## src/rtl/pgg_pkg.sv

```systemverilog
// ----------------------------------------------------------------------------
// pgg_pkg
// Types and fixed constants of the polar Gaussian generator.
// ----------------------------------------------------------------------------
package pgg_pkg;

  localparam int IN_BITS  = 16;
  localparam int OUT_W    = 16;
  localparam int MUL_W    = 32;
  localparam int PROD_W   = 2 * MUL_W;
  localparam int Y_W      = 31;
  localparam int FRAC_W   = 30;
  localparam int L_W      = 36;
  localparam int NP_W     = 32;
  localparam int Q_W      = 56;
  localparam int ROOT_W   = 28;
  localparam int REM_W    = 31;
  localparam int CNT_W    = 6;
  localparam int SH_W     = 8;

  localparam logic [30:0] TWO_LN2_Q30 = 31'd1488522236;

  localparam logic [CNT_W-1:0] LOG_LAST  = CNT_W'(FRAC_W);
  localparam logic [CNT_W-1:0] DIV_LAST  = CNT_W'(Q_W - 1);
  localparam logic [CNT_W-1:0] SQRT_LAST = CNT_W'(ROOT_W - 1);

  typedef struct packed {
    logic signed [IN_BITS-1:0] uniform_a;
    logic signed [IN_BITS-1:0] uniform_b;
  } in_beat_t;

  typedef struct packed {
    logic signed [OUT_W-1:0] normal_sample;
    logic                    from_spare;
  } out_beat_t;

  typedef enum logic [3:0] {
    ST_IDLE,
    ST_SQ_A,
    ST_SQ_B,
    ST_SUM,
    ST_NORM,
    ST_LOG,
    ST_LN,
    ST_NPREP,
    ST_DIV,
    ST_SQRT,
    ST_MUL_A,
    ST_MUL_B,
    ST_SPARE,
    ST_EMIT
  } state_t;

endpackage

```

## src/rtl/pgg_scale.sv

```systemverilog
// ----------------------------------------------------------------------------
// pgg_scale
// Scale a product magnitude by a signed power of two, round half up,
// saturate and apply the sign.
// ----------------------------------------------------------------------------
module pgg_scale (
  input  logic [pgg_pkg::PROD_W-1:0]      prod,
  input  logic                            neg,
  input  logic signed [pgg_pkg::SH_W-1:0] shift_amt,
  output logic [pgg_pkg::OUT_W-1:0]       result
);

  logic [pgg_pkg::PROD_W-1:0] lim;
  logic [pgg_pkg::PROD_W-1:0] t;
  logic [pgg_pkg::PROD_W-1:0] m;
  logic [pgg_pkg::SH_W-1:0]   k;
  logic [pgg_pkg::OUT_W-1:0]  m16;

  always_comb begin
    lim = neg ? pgg_pkg::PROD_W'(32768) : pgg_pkg::PROD_W'(32767);
    k   = '0;
    t   = '0;
    if (shift_amt < 0) begin
      k = pgg_pkg::SH_W'(-shift_amt);
      t = prod >> (k - pgg_pkg::SH_W'(1));
      m = (t + pgg_pkg::PROD_W'(1)) >> 1;
    end else if (shift_amt > 0) begin
      if (shift_amt >= 16 || prod > (lim >> shift_amt)) begin
        m = lim;
      end else begin
        m = prod << shift_amt;
      end
    end else begin
      m = prod;
    end
    if (m > lim) begin
      m = lim;
    end
    m16    = m[pgg_pkg::OUT_W-1:0];
    result = neg ? pgg_pkg::OUT_W'(-m16) : m16;
  end

endmodule

```

## src/rtl/polar_gaussian_generator.sv

```systemverilog
// ----------------------------------------------------------------------------
// polar_gaussian_generator
// Normal samples from uniform pairs by the polar method, computed with one
// shared multiplier, a bit-serial divider and a two-bit-per-cycle root.
// ----------------------------------------------------------------------------
//  channel | ports                         | beat
//  --------+-------------------------------+------------------------------
//  in      | in_valid, in_ready, in_data   | uniform_a, uniform_b
//  out     | out_valid, out_ready, out_data| normal_sample, from_spare
//
//  The work on a fresh pair is dominated by the 56-step divider, 31
//  squarings and 28 root steps; normalisation shifts out each leading
//  zero of the 32-bit sum of squares.
//  A beat that finds a spare goes from idle straight to emit; a rejected
//  pair returns to idle after the sum. One pair is in work at a time;
//  in_ready is high only when idle. A finished sample waits in its own
//  state while out_valid stays high. Reset clears the spare flag and the output valid.
// ----------------------------------------------------------------------------
module polar_gaussian_generator #(
  parameter int OUT_FRAC_BITS = 12
) (
  input  logic               clk,
  input  logic               rst_n,
  input  logic               in_valid,
  output logic               in_ready,
  input  pgg_pkg::in_beat_t  in_data,
  output logic               out_valid,
  input  logic               out_ready,
  output pgg_pkg::out_beat_t out_data
);

  localparam int IN_BITS = pgg_pkg::IN_BITS;
  localparam int S_W     = 2 * IN_BITS;
  localparam int Z_W     = $clog2(S_W);
  localparam int SH_BASE = OUT_FRAC_BITS - 24 - (IN_BITS - 1);

  pgg_pkg::state_t state_r, state_nxt;

  logic signed [IN_BITS-1:0]           va, vb;
  logic [IN_BITS-1:0]                  a_mag_r, b_mag_r;
  logic                                neg_a_r, neg_b_r;
  logic [pgg_pkg::PROD_W-1:0]          prod_r;
  logic [pgg_pkg::MUL_W-1:0]           mul_x, mul_y;
  logic [S_W-1:0]                      s_r, sum_w;
  logic [S_W+30:0]                     s_ext;
  logic                                reject;
  logic [Z_W-1:0]                      z_r, e_r;
  logic [pgg_pkg::Y_W-1:0]             m_r, y_cur, y_adj;
  logic [31:0]                         y_sq;
  logic [pgg_pkg::FRAC_W-1:0]          frac_r;
  logic [pgg_pkg::L_W-1:0]             l_val;
  logic [30:0]                         n_val;
  logic [pgg_pkg::NP_W-1:0]            np_val;
  logic [pgg_pkg::CNT_W-1:0]           cnt_r;
  logic [pgg_pkg::REM_W-1:0]           rem_r;
  logic [pgg_pkg::Q_W-1:0]             q_r;
  logic [pgg_pkg::ROOT_W-1:0]          root_r;
  logic [31:0]                         div_t, sq_t, sq_trial;
  logic                                div_ge, sq_ge;
  logic signed [pgg_pkg::SH_W-1:0]     shift_amt;
  logic [pgg_pkg::OUT_W-1:0]           scaled;
  logic [pgg_pkg::OUT_W-1:0]           res_r, spare_r;
  logic                                res_spare_r, spare_valid_r;
  logic                                out_valid_r, load_out;
  pgg_pkg::out_beat_t                  out_data_r;

  assign va = IN_BITS'(in_data.uniform_a);
  assign vb = IN_BITS'(in_data.uniform_b);

  assign sum_w  = s_r + prod_r[S_W-1:0];
  assign reject = (sum_w == '0) || (sum_w[S_W-1:S_W-2] != 2'b00);
  assign s_ext  = {s_r, 31'b0};

  assign y_sq  = prod_r[61:30];
  assign y_adj = y_sq[31] ? y_sq[31:1] : y_sq[30:0];
  assign y_cur = (cnt_r == '0) ? m_r : y_adj;

  assign l_val  = {pgg_pkg::L_W'(6'(e_r)) << pgg_pkg::FRAC_W}
                  - pgg_pkg::L_W'(frac_r);
  assign n_val  = prod_r[60:30];
  assign np_val = e_r[0] ? {n_val, 1'b0} : {1'b0, n_val};

  assign div_t  = {rem_r, q_r[pgg_pkg::Q_W-1]};
  assign div_ge = div_t >= {1'b0, m_r};

  assign sq_t     = {rem_r[29:0], q_r[pgg_pkg::Q_W-1 -: 2]};
  assign sq_trial = {2'b00, root_r, 2'b01};
  assign sq_ge    = sq_t >= sq_trial;

  assign shift_amt = pgg_pkg::SH_W'(e_r >> 1) + pgg_pkg::SH_W'(SH_BASE);

  always_comb begin
    case (state_r)
      pgg_pkg::ST_SQ_A: begin
        mul_x = 32'(a_mag_r);
        mul_y = 32'(a_mag_r);
      end
      pgg_pkg::ST_SQ_B: begin
        mul_x = 32'(b_mag_r);
        mul_y = 32'(b_mag_r);
      end
      pgg_pkg::ST_LOG: begin
        mul_x = 32'(y_cur);
        mul_y = 32'(y_cur);
      end
      pgg_pkg::ST_LN: begin
        mul_x = 32'(l_val[pgg_pkg::L_W-1:6]);
        mul_y = 32'(pgg_pkg::TWO_LN2_Q30);
      end
      pgg_pkg::ST_MUL_A: begin
        mul_x = 32'(a_mag_r);
        mul_y = 32'(root_r);
      end
      pgg_pkg::ST_MUL_B: begin
        mul_x = 32'(b_mag_r);
        mul_y = 32'(root_r);
      end
      default: begin
        mul_x = '0;
        mul_y = '0;
      end
    endcase
  end

  pgg_scale u_scale (
    .prod      (prod_r),
    .neg       ((state_r == pgg_pkg::ST_MUL_B) ? neg_a_r : neg_b_r),
    .shift_amt (shift_amt),
    .result    (scaled)
  );

  always_comb begin
    state_nxt = state_r;
    in_ready  = 1'b0;
    load_out  = 1'b0;
    case (state_r)
      pgg_pkg::ST_IDLE: begin
        in_ready = 1'b1;
        if (in_valid) begin
          state_nxt = spare_valid_r ? pgg_pkg::ST_EMIT : pgg_pkg::ST_SQ_A;
        end
      end
      pgg_pkg::ST_SQ_A:  state_nxt = pgg_pkg::ST_SQ_B;
      pgg_pkg::ST_SQ_B:  state_nxt = pgg_pkg::ST_SUM;
      pgg_pkg::ST_SUM:   state_nxt = reject ? pgg_pkg::ST_IDLE : pgg_pkg::ST_NORM;
      pgg_pkg::ST_NORM: begin
        if (s_r[S_W-1]) begin
          state_nxt = pgg_pkg::ST_LOG;
        end
      end
      pgg_pkg::ST_LOG: begin
        if (cnt_r == pgg_pkg::LOG_LAST) begin
          state_nxt = pgg_pkg::ST_LN;
        end
      end
      pgg_pkg::ST_LN:    state_nxt = pgg_pkg::ST_NPREP;
      pgg_pkg::ST_NPREP: state_nxt = pgg_pkg::ST_DIV;
      pgg_pkg::ST_DIV: begin
        if (cnt_r == pgg_pkg::DIV_LAST) begin
          state_nxt = pgg_pkg::ST_SQRT;
        end
      end
      pgg_pkg::ST_SQRT: begin
        if (cnt_r == pgg_pkg::SQRT_LAST) begin
          state_nxt = pgg_pkg::ST_MUL_A;
        end
      end
      pgg_pkg::ST_MUL_A: state_nxt = pgg_pkg::ST_MUL_B;
      pgg_pkg::ST_MUL_B: state_nxt = pgg_pkg::ST_SPARE;
      pgg_pkg::ST_SPARE: state_nxt = pgg_pkg::ST_EMIT;
      pgg_pkg::ST_EMIT: begin
        if (!out_valid_r || out_ready) begin
          load_out  = 1'b1;
          state_nxt = pgg_pkg::ST_IDLE;
        end
      end
      default: state_nxt = pgg_pkg::ST_IDLE;
    endcase
  end

  always_ff @(posedge clk) begin
    if (!rst_n) begin
      state_r <= pgg_pkg::ST_IDLE;
    end else begin
      state_r <= state_nxt;
    end
  end

  always_ff @(posedge clk) begin
    if (!rst_n) begin
      spare_valid_r <= 1'b0;
      out_valid_r   <= 1'b0;
    end else begin
      if (state_r == pgg_pkg::ST_IDLE && in_valid && spare_valid_r) begin
        spare_valid_r <= 1'b0;
      end else if (state_r == pgg_pkg::ST_SPARE) begin
        spare_valid_r <= 1'b1;
      end
      if (load_out) begin
        out_valid_r <= 1'b1;
      end else if (out_ready) begin
        out_valid_r <= 1'b0;
      end
    end
  end

  always_ff @(posedge clk) begin
    prod_r <= mul_x * mul_y;
    if (load_out) begin
      out_data_r.normal_sample <= res_r;
      out_data_r.from_spare    <= res_spare_r;
    end
    case (state_r)
      pgg_pkg::ST_IDLE: begin
        neg_a_r <= va[IN_BITS-1];
        neg_b_r <= vb[IN_BITS-1];
        a_mag_r <= va[IN_BITS-1] ? IN_BITS'(-va) : IN_BITS'(va);
        b_mag_r <= vb[IN_BITS-1] ? IN_BITS'(-vb) : IN_BITS'(vb);
        res_r       <= spare_r;
        res_spare_r <= 1'b1;
      end
      pgg_pkg::ST_SQ_B: s_r <= prod_r[S_W-1:0];
      pgg_pkg::ST_SUM: begin
        s_r <= sum_w;
        z_r <= '0;
      end
      pgg_pkg::ST_NORM: begin
        if (s_r[S_W-1]) begin
          m_r   <= s_ext[S_W+30 -: 31];
          e_r   <= z_r - Z_W'(1);
          cnt_r <= '0;
        end else begin
          s_r <= s_r << 1;
          z_r <= z_r + Z_W'(1);
        end
      end
      pgg_pkg::ST_LOG: begin
        if (cnt_r != '0) begin
          frac_r <= {frac_r[pgg_pkg::FRAC_W-2:0], y_sq[31]};
        end
        cnt_r <= cnt_r + pgg_pkg::CNT_W'(1);
      end
      pgg_pkg::ST_NPREP: begin
        rem_r <= pgg_pkg::REM_W'(np_val[pgg_pkg::NP_W-1:2]);
        q_r   <= {np_val[1:0], 54'b0};
        cnt_r <= '0;
      end
      pgg_pkg::ST_DIV: begin
        q_r <= {q_r[pgg_pkg::Q_W-2:0], div_ge};
        if (cnt_r == pgg_pkg::DIV_LAST) begin
          cnt_r  <= '0;
          root_r <= '0;
          rem_r  <= '0;
        end else begin
          cnt_r <= cnt_r + pgg_pkg::CNT_W'(1);
          rem_r <= div_ge ? pgg_pkg::REM_W'(div_t - {1'b0, m_r})
                          : div_t[pgg_pkg::REM_W-1:0];
        end
      end
      pgg_pkg::ST_SQRT: begin
        rem_r  <= sq_ge ? pgg_pkg::REM_W'(sq_t - sq_trial) : pgg_pkg::REM_W'(sq_t);
        root_r <= {root_r[pgg_pkg::ROOT_W-2:0], sq_ge};
        q_r    <= q_r << 2;
        cnt_r  <= cnt_r + pgg_pkg::CNT_W'(1);
      end
      pgg_pkg::ST_MUL_B: begin
        res_r       <= scaled;
        res_spare_r <= 1'b0;
      end
      pgg_pkg::ST_SPARE: spare_r <= scaled;
      default: ;
    endcase
  end

  assign out_valid = out_valid_r;
  assign out_data  = out_data_r;

`ifndef SYNTHESIS
  a_ready_idle: assert property (@(posedge clk) disable iff (!rst_n)
    in_ready |-> state_r == pgg_pkg::ST_IDLE)
    else $error("in_ready outside idle");

  a_div_rem: assert property (@(posedge clk) disable iff (!rst_n)
    state_r == pgg_pkg::ST_DIV |-> rem_r < m_r)
    else $error("divider remainder not below divisor");

  a_spare_used: assert property (@(posedge clk) disable iff (!rst_n)
    in_valid && in_ready && spare_valid_r
    |=> state_r == pgg_pkg::ST_EMIT && !spare_valid_r && res_spare_r)
    else $error("spare beat not taken");

  a_spare_set: assert property (@(posedge clk) disable iff (!rst_n)
    state_r == pgg_pkg::ST_SPARE |=> spare_valid_r)
    else $error("spare not held after fresh pair");

  a_emit_hold: assert property (@(posedge clk) disable iff (!rst_n)
    state_r == pgg_pkg::ST_EMIT && out_valid_r && !out_ready
    |=> state_r == pgg_pkg::ST_EMIT)
    else $error("result dropped while output stalled");
`endif

endmodule

```

## config.mk

```make
export PLATFORM = sky130hd
export DESIGN_NAME = polar_gaussian_generator
export DESIGN_NICKNAME = d
export VERILOG_FILES = /design/src/rtl/pgg_pkg.sv /design/src/rtl/pgg_scale.sv /design/src/rtl/polar_gaussian_generator.sv
export SDC_FILE = /design/constraint.sdc
export NUM_CORES = 2
export LEC_CHECK = 0
export BUFFER_PORTS_ARGS = -buffer_cell sky130_fd_sc_hd__buf_2
export CAP_MARGIN = 10
export CORE_AREA = 2 2 318 320
export CTS_BUF_LIST = sky130_fd_sc_hd__clkbuf_4 sky130_fd_sc_hd__clkbuf_8
export DETAILED_ROUTE_END_ITERATION = 6
export DIE_AREA = 0 0 320 322
export GPL_TIMING_DRIVEN = 0
export PLACE_DENSITY = 0.76
export SYNTH_ARGS = -nofsm -noshare
export SYNTH_HDL_FRONTEND = slang
export SYNTH_SLANG_ARGS = --single-unit
```

## constraint.sdc

```tcl
create_clock -name clk -period 15.9 [get_ports clk]
set_clock_uncertainty 0.05 [all_clocks]
set_input_delay 1.59 -clock clk [delete_from_list [all_inputs] [get_ports clk]]
set_output_delay 1.59 -clock clk [all_outputs]
set_load 0.005 [all_outputs]
```

# Word level (Yosys, flattened, before mapping)

Cells that the tools add are included.

Shift operators: 3
Bitwise logic cells: 1
Order comparisons: 7
Reduce and logical (&&, ||, !) cells: 30
Equal/unequal tests: 23
Muxes and demuxes: 44
Add/subtract/negate cells: 14
$mul: 1

Operator list:

| cell                  | number |
|---|---|
| $mux 64               | 3 |
| $pmux 56 s3           | 1 |
| $mux 31               | 5 |
| $pmux 31 s5           | 1 |
| $pmux 31 s4           | 1 |
| $pmux 32 s3           | 1 |
| $pmux 31 s3           | 1 |
| $add 64x1->64 const B | 1 |
| $gt 64x16->1          | 1 |
| $gt 64x64->1          | 1 |
| $mul 32x32->64        | 1 |
| $mux 32               | 2 |
| $shl 64x8->64         | 1 |
| $shr 16x8->64         | 1 |
| $shr 64x8->64         | 1 |
| $pmux 28 s2           | 1 |
| $pmux 4 s14           | 1 |
| $mux 16               | 3 |
| $neg 16->16           | 3 |
| $sub 35x30->36        | 1 |
| $add 32x32->32        | 1 |
| $ge 32x30->1          | 1 |
| $ge 32x31->1          | 1 |
| $logic_not 32->1      | 1 |
| 42 further kinds      | 88 |

Logic and storage cells: 148
Register bits after elaboration: 377
Input bits: 36
Output and inout bits: 19

# Logic depth before layout (Yosys ltp)

Depth in word-level cells: 14
Depth in mapped cells: 47
Depth with buffers taken out: 42

# Cells and area by module

Synthesis repeated with hierarchy kept, for this count alone.

Cell total of the unflattened synthesis: 6987
Area, all modules: 62187.1 um^2

By module, submodules not included:

| module                   | sequential area each (um^2) | times used | cells each | area each (um^2) |
|---|---|---|---|---|
| polar_gaussian_generator | 10580.1                     | 1          | 5566       | 52079.9 |
| pgg_scale                | 0.0                         | 1          | 1421       | 10107.2 |

# Worst setup path after synthesis

OpenSTA, ideal clock, no wires.

Kind: flip-flop to flip-flop
Start point: register frac_r[0] (netlist name)
End point: register prod_r[60] (netlist name)
Period minus slack after synthesis: 11.341 ns
Required time: 15.723 ns
Path slack: 4.559 ns
Stages on the path, launching flop included: 41
Arrival: 11.164 ns
Setup time: 0.127 ns
Path through: edfxtp_1 nor4_1 nand4_1 or4_1 nor4_1 nand2b_1 or4b_1 nor3_2 nand2b_1 or3_1 and2_1 a21o_1 inv_1 buf_1 nor2_1 fa_1 inv_1 fa_1 [... 5 more ...] fa_1 inv_1 fa_1 inv_1 ha_1 a21o_1 a21o_1 a21o_1 a21o_1 a21oi_1 o211a_1 o21ai_0 a2bb2oi_1 a311o_1 a41oi_1 a31o_2 o21ai_0 xor2_1

Word-level cells in the longest chain between the ends: 3

Ends and longest elaborated chain:

| item                   | line                            | RTL |
|---|---|---|
| from (decl)            | polar_gaussian_generator.sv:50  | `logic [pgg_pkg::FRAC_W-1:0] frac_r;` |
| from (signal assigned) | polar_gaussian_generator.sv:239 | `frac_r <= {frac_r[pgg_pkg::FRAC_W-2:0], y_sq[31]};` |
| $sub 35x30->36         | polar_gaussian_generator.sv:79  | `- pgg_pkg::L_W'(frac_r);` |
| $pmux 31 s4            | polar_gaussian_generator.sv:93  | `case (state_r)` |
| $mul 32x32->64         | polar_gaussian_generator.sv:208 | `prod_r <= mul_x * mul_y;` |
| to (signal assigned)   | polar_gaussian_generator.sv:208 |  |
| to (decl)              | polar_gaussian_generator.sv:42  | `logic [pgg_pkg::PROD_W-1:0] prod_r;` |

Every way passes these cells.
A chain may end at the register's enable or synchronous reset.

# Worst setup path after layout

Ends and elaborated chain as after synthesis.

==> reports/metrics.csv <==
metric,value,unit
core_area,99600,um^2
worstReg2RegStart,frac_r[0]$_DFFE_PP_,
routed_via_density,6.59,
grt_antenna_before_repair,28,
max-cap-violations,0,
crit_slowest_cell,clkbuf_1,
fp.dieW,320,um
layout-drive-gt1-share,7.31,%
ctsLongestPathBuffers,3,
syn_inst,6502,
maxSlewHeadroom,3.70,%
vias,52900,
min_period_over_period,89.3,%
start_kind,register,
cp.required,16.51,ns
ctsHtreeMaxLevel,2,
internal-power,0.00222,W
final_nets,7904,
yosysSeqAreaShare,17.8,%
syn_avg_cell_area,9.12,um^2
wl,243,mm
pwr_density_cell,64.5,nW/um^2
cts-root-buf,clkbuf_8,
start_util,59.5,%
grt_pass1_vias,51000,
grt_max_degree,37,
synth_seq_cells,375,
reg2reg_depth,39,
die_area,103000,um^2
gp_congestion,1.08,
cts_setup_buffers,0,
leakage,28.1,nW
place_inst,7887,
hold_path_startpoint,res_spare_r$_DFFE_PP_,
min_to,out_data[0]$_DFFE_PP_,
slew_violations,0,
endpoint_kind,register,
fp.dieH,322,um
path_max_fanout,10,
synth_top_area_cell,fa_1,
cts.hold.buffers_added,0,
yosys_warnings,0,
gr-total-overflow,0,
final_antenna_net_count,0,
first_pass_iters,7,
io_pins,55,
hpwl,197,mm
cp_common_cell,fa_1,
synthToLayoutAreaGrowth,6.50,%
yosysMostFrequentCell,inv_1,
fin_util,63.4,%
tightest_slew,1.44,ns
rsz0062_at_grt,no,
synth_fp_nets,7751,
min_path_cells,0,
num_rows,116,
cts_repair_resize_count,0,
path_clk_slew,0.07,ns
synth_common_cells,"inv_1 (1046), fa_1 (839), nand2_1 (767)",
first_iter_violations,7880,
netSwitchingFraction,45.5,%
setup_tns,0,ns
cts_tree,yes,
synth_area,59300,um^2
power_frac_seq,31.0,%
synthArstFlopShare,0,%
ir_drop,0.0632,mV
r2r_setup_slack,1.70,ns
instances_no_fill,8018,
post-route-drc-count,6,
max_freq,70.4,MHz
io_buffers,54,
cts.sinks,375,
insertion_delay,0.74,ns
hp-class,reg -> reg,
hold_ws,0.367,ns
status,"complete, but fails checks",
synth_edf_count,307,
worstSetupPathType,reg -> reg,
numCtsBuffers,59,
synth_flop_cell,edfxtp_1,
netlist-cell-type-count,123,
slowest_delay,0.64,ns
period_needed,14.20,ns
worstPathArrival,14.81,ns
yosys-top-cells-area,"fa_1 (28%), edfxtp_1 (16%), ha_1 (7.9%)",
grt_pass1_wl,350,mm
setup_viol,0,
grtUsageTotal,47.2,%
p_sw,0.00185,W
combPwrFrac,45.3,%
clkPwrFrac,23.8,%
wl_per_cell,30.3,um
synth_top_area_share,28.3,%
failed_checks,DRC,
hold_viol_final,0,
timing.rr.end,prod_r[60]$_DFF_P_,
how the worst max path moves through the flow:
stage	to	slack, ns	start
after CTS	prod_r[60]$_DFF_P_	1.86	frac_r[0]$_DFFE_PP_
after floorplan	prod_r[60]$_DFF_P_	4.56	frac_r[0]$_DFFE_PP_
after global routing	prod_r[60]$_DFF_P_	1.25	frac_r[0]$_DFFE_PP_
final	prod_r[60]$_DFF_P_	1.70	frac_r[0]$_DFFE_PP_
after detailed placement	prod_r[60]$_DFF_P_	1.88	frac_r[0]$_DFFE_PP_
after global placement	prod_r[60]$_DFF_P_	1.36	frac_r[0]$_DFFE_PP_
sequential cells by signal (all words and copies together), names as in the netlist, 17 cells and up:
register  count
s_r          32
root_r       28
prod_r       62
frac_r       30
rem_r        31
m_r          30
out_data     17
q_r          56
power by group through the flow:
stage	Clock, W	Combinational (W)	Sequential (W)
final	0.000968	0.00184	0.00126
after global routing	0.00100	0.00193	0.00126
after CTS	0.000961	0.00174	0.00125
after detailed placement	0	0.00173	0.00127
after global placement	0	0.00170	0.00127
after floorplan	0	0.00107	0.00121
stage by stage:
step	setup slack, ns	area, um^2	power, W
floorplan	4.56	59300	0.00228
global placement	1.36	61200	0.00297
detailed placement	1.88	61700	0.00300
CTS	1.86	63000	0.00396
global route	1.25	63100	0.00419
finish	1.70	63100	0.00407
layout make-up:
class	instances	area, um^2
antenna	15	37.5
buffer	336	1580
clock buffer	77	985
clock inverter	34	360
fill	8548	36400
inverter	1050	3940
multi-input combinational	4741	43300
sequential	375	10600
tap	1298	1620
timing repair buffer	92	738
routing by layer:
metal	up-vias	wire length, um	GRT usage [%]
li1	21800	-	-
met1	26000	92300	64.6
met2	4214	95400	63.9
met3	823	41500	21.5
met4	24	13500	20.4
met5	-	151	0.236
worst max-delay path, delay by kind of cell (launching register included):
| kind | cells | cell delay (ns) |
|---|---|---|
| compound gates | 8 | 2.60 |
| xor+xnor | 2 | 0.45 |
| fa+ha+maj | 9 | 4.63 |
| buf+inv | 7 | 1.16 |
| flops | 1 | 0.40 |
| simple gates | 13 | 4.79 |
cell usage in the layout, fill, tap and decap left out, types with 26 or more instances in the layout:
cell type	n
a211oi_1	60
a21o_1	84
a21oi_1	225
a22o_1	56
a22oi_1	39
a31oi_1	31
and2_1	47
and3_1	32
buf_2	76
buf_4	26
clkbuf_1	260
clkbuf_8	66
dfxtp_1	68
edfxtp_1	307
fa_1	839
ha_1	374
inv_1	1046
mux2_2	63
mux2i_1	148
mux4_2	59
nand2_1	767
nand2b_1	44
nand3_1	98
nand4_1	45
nor2_1	679
nor2b_1	50
nor3_1	62
o21a_1	30
o21ai_0	177
o22ai_1	42
or3_1	29
xnor2_1	144
xor2_1	78
logic make-up (layout without fill, tap and decap cells):
logic type               after synthesis  in the layout  synth area share [%]
AO/OA/AOI/OAI                       1023           1023                  11.7
buffers and inverters               1386           1589                  9.32
XOR/XNOR                             224            224                  3.35
multiplexers                         283            283                  6.37
other                                  0             15                     0
flip-flops                           375            375                  17.8
AND/OR/NAND/NOR                     1998           1998                  15.1
adder cells (fa/ha/maj)             1213           1213                  36.2
(Power assumes the default switching activity.)
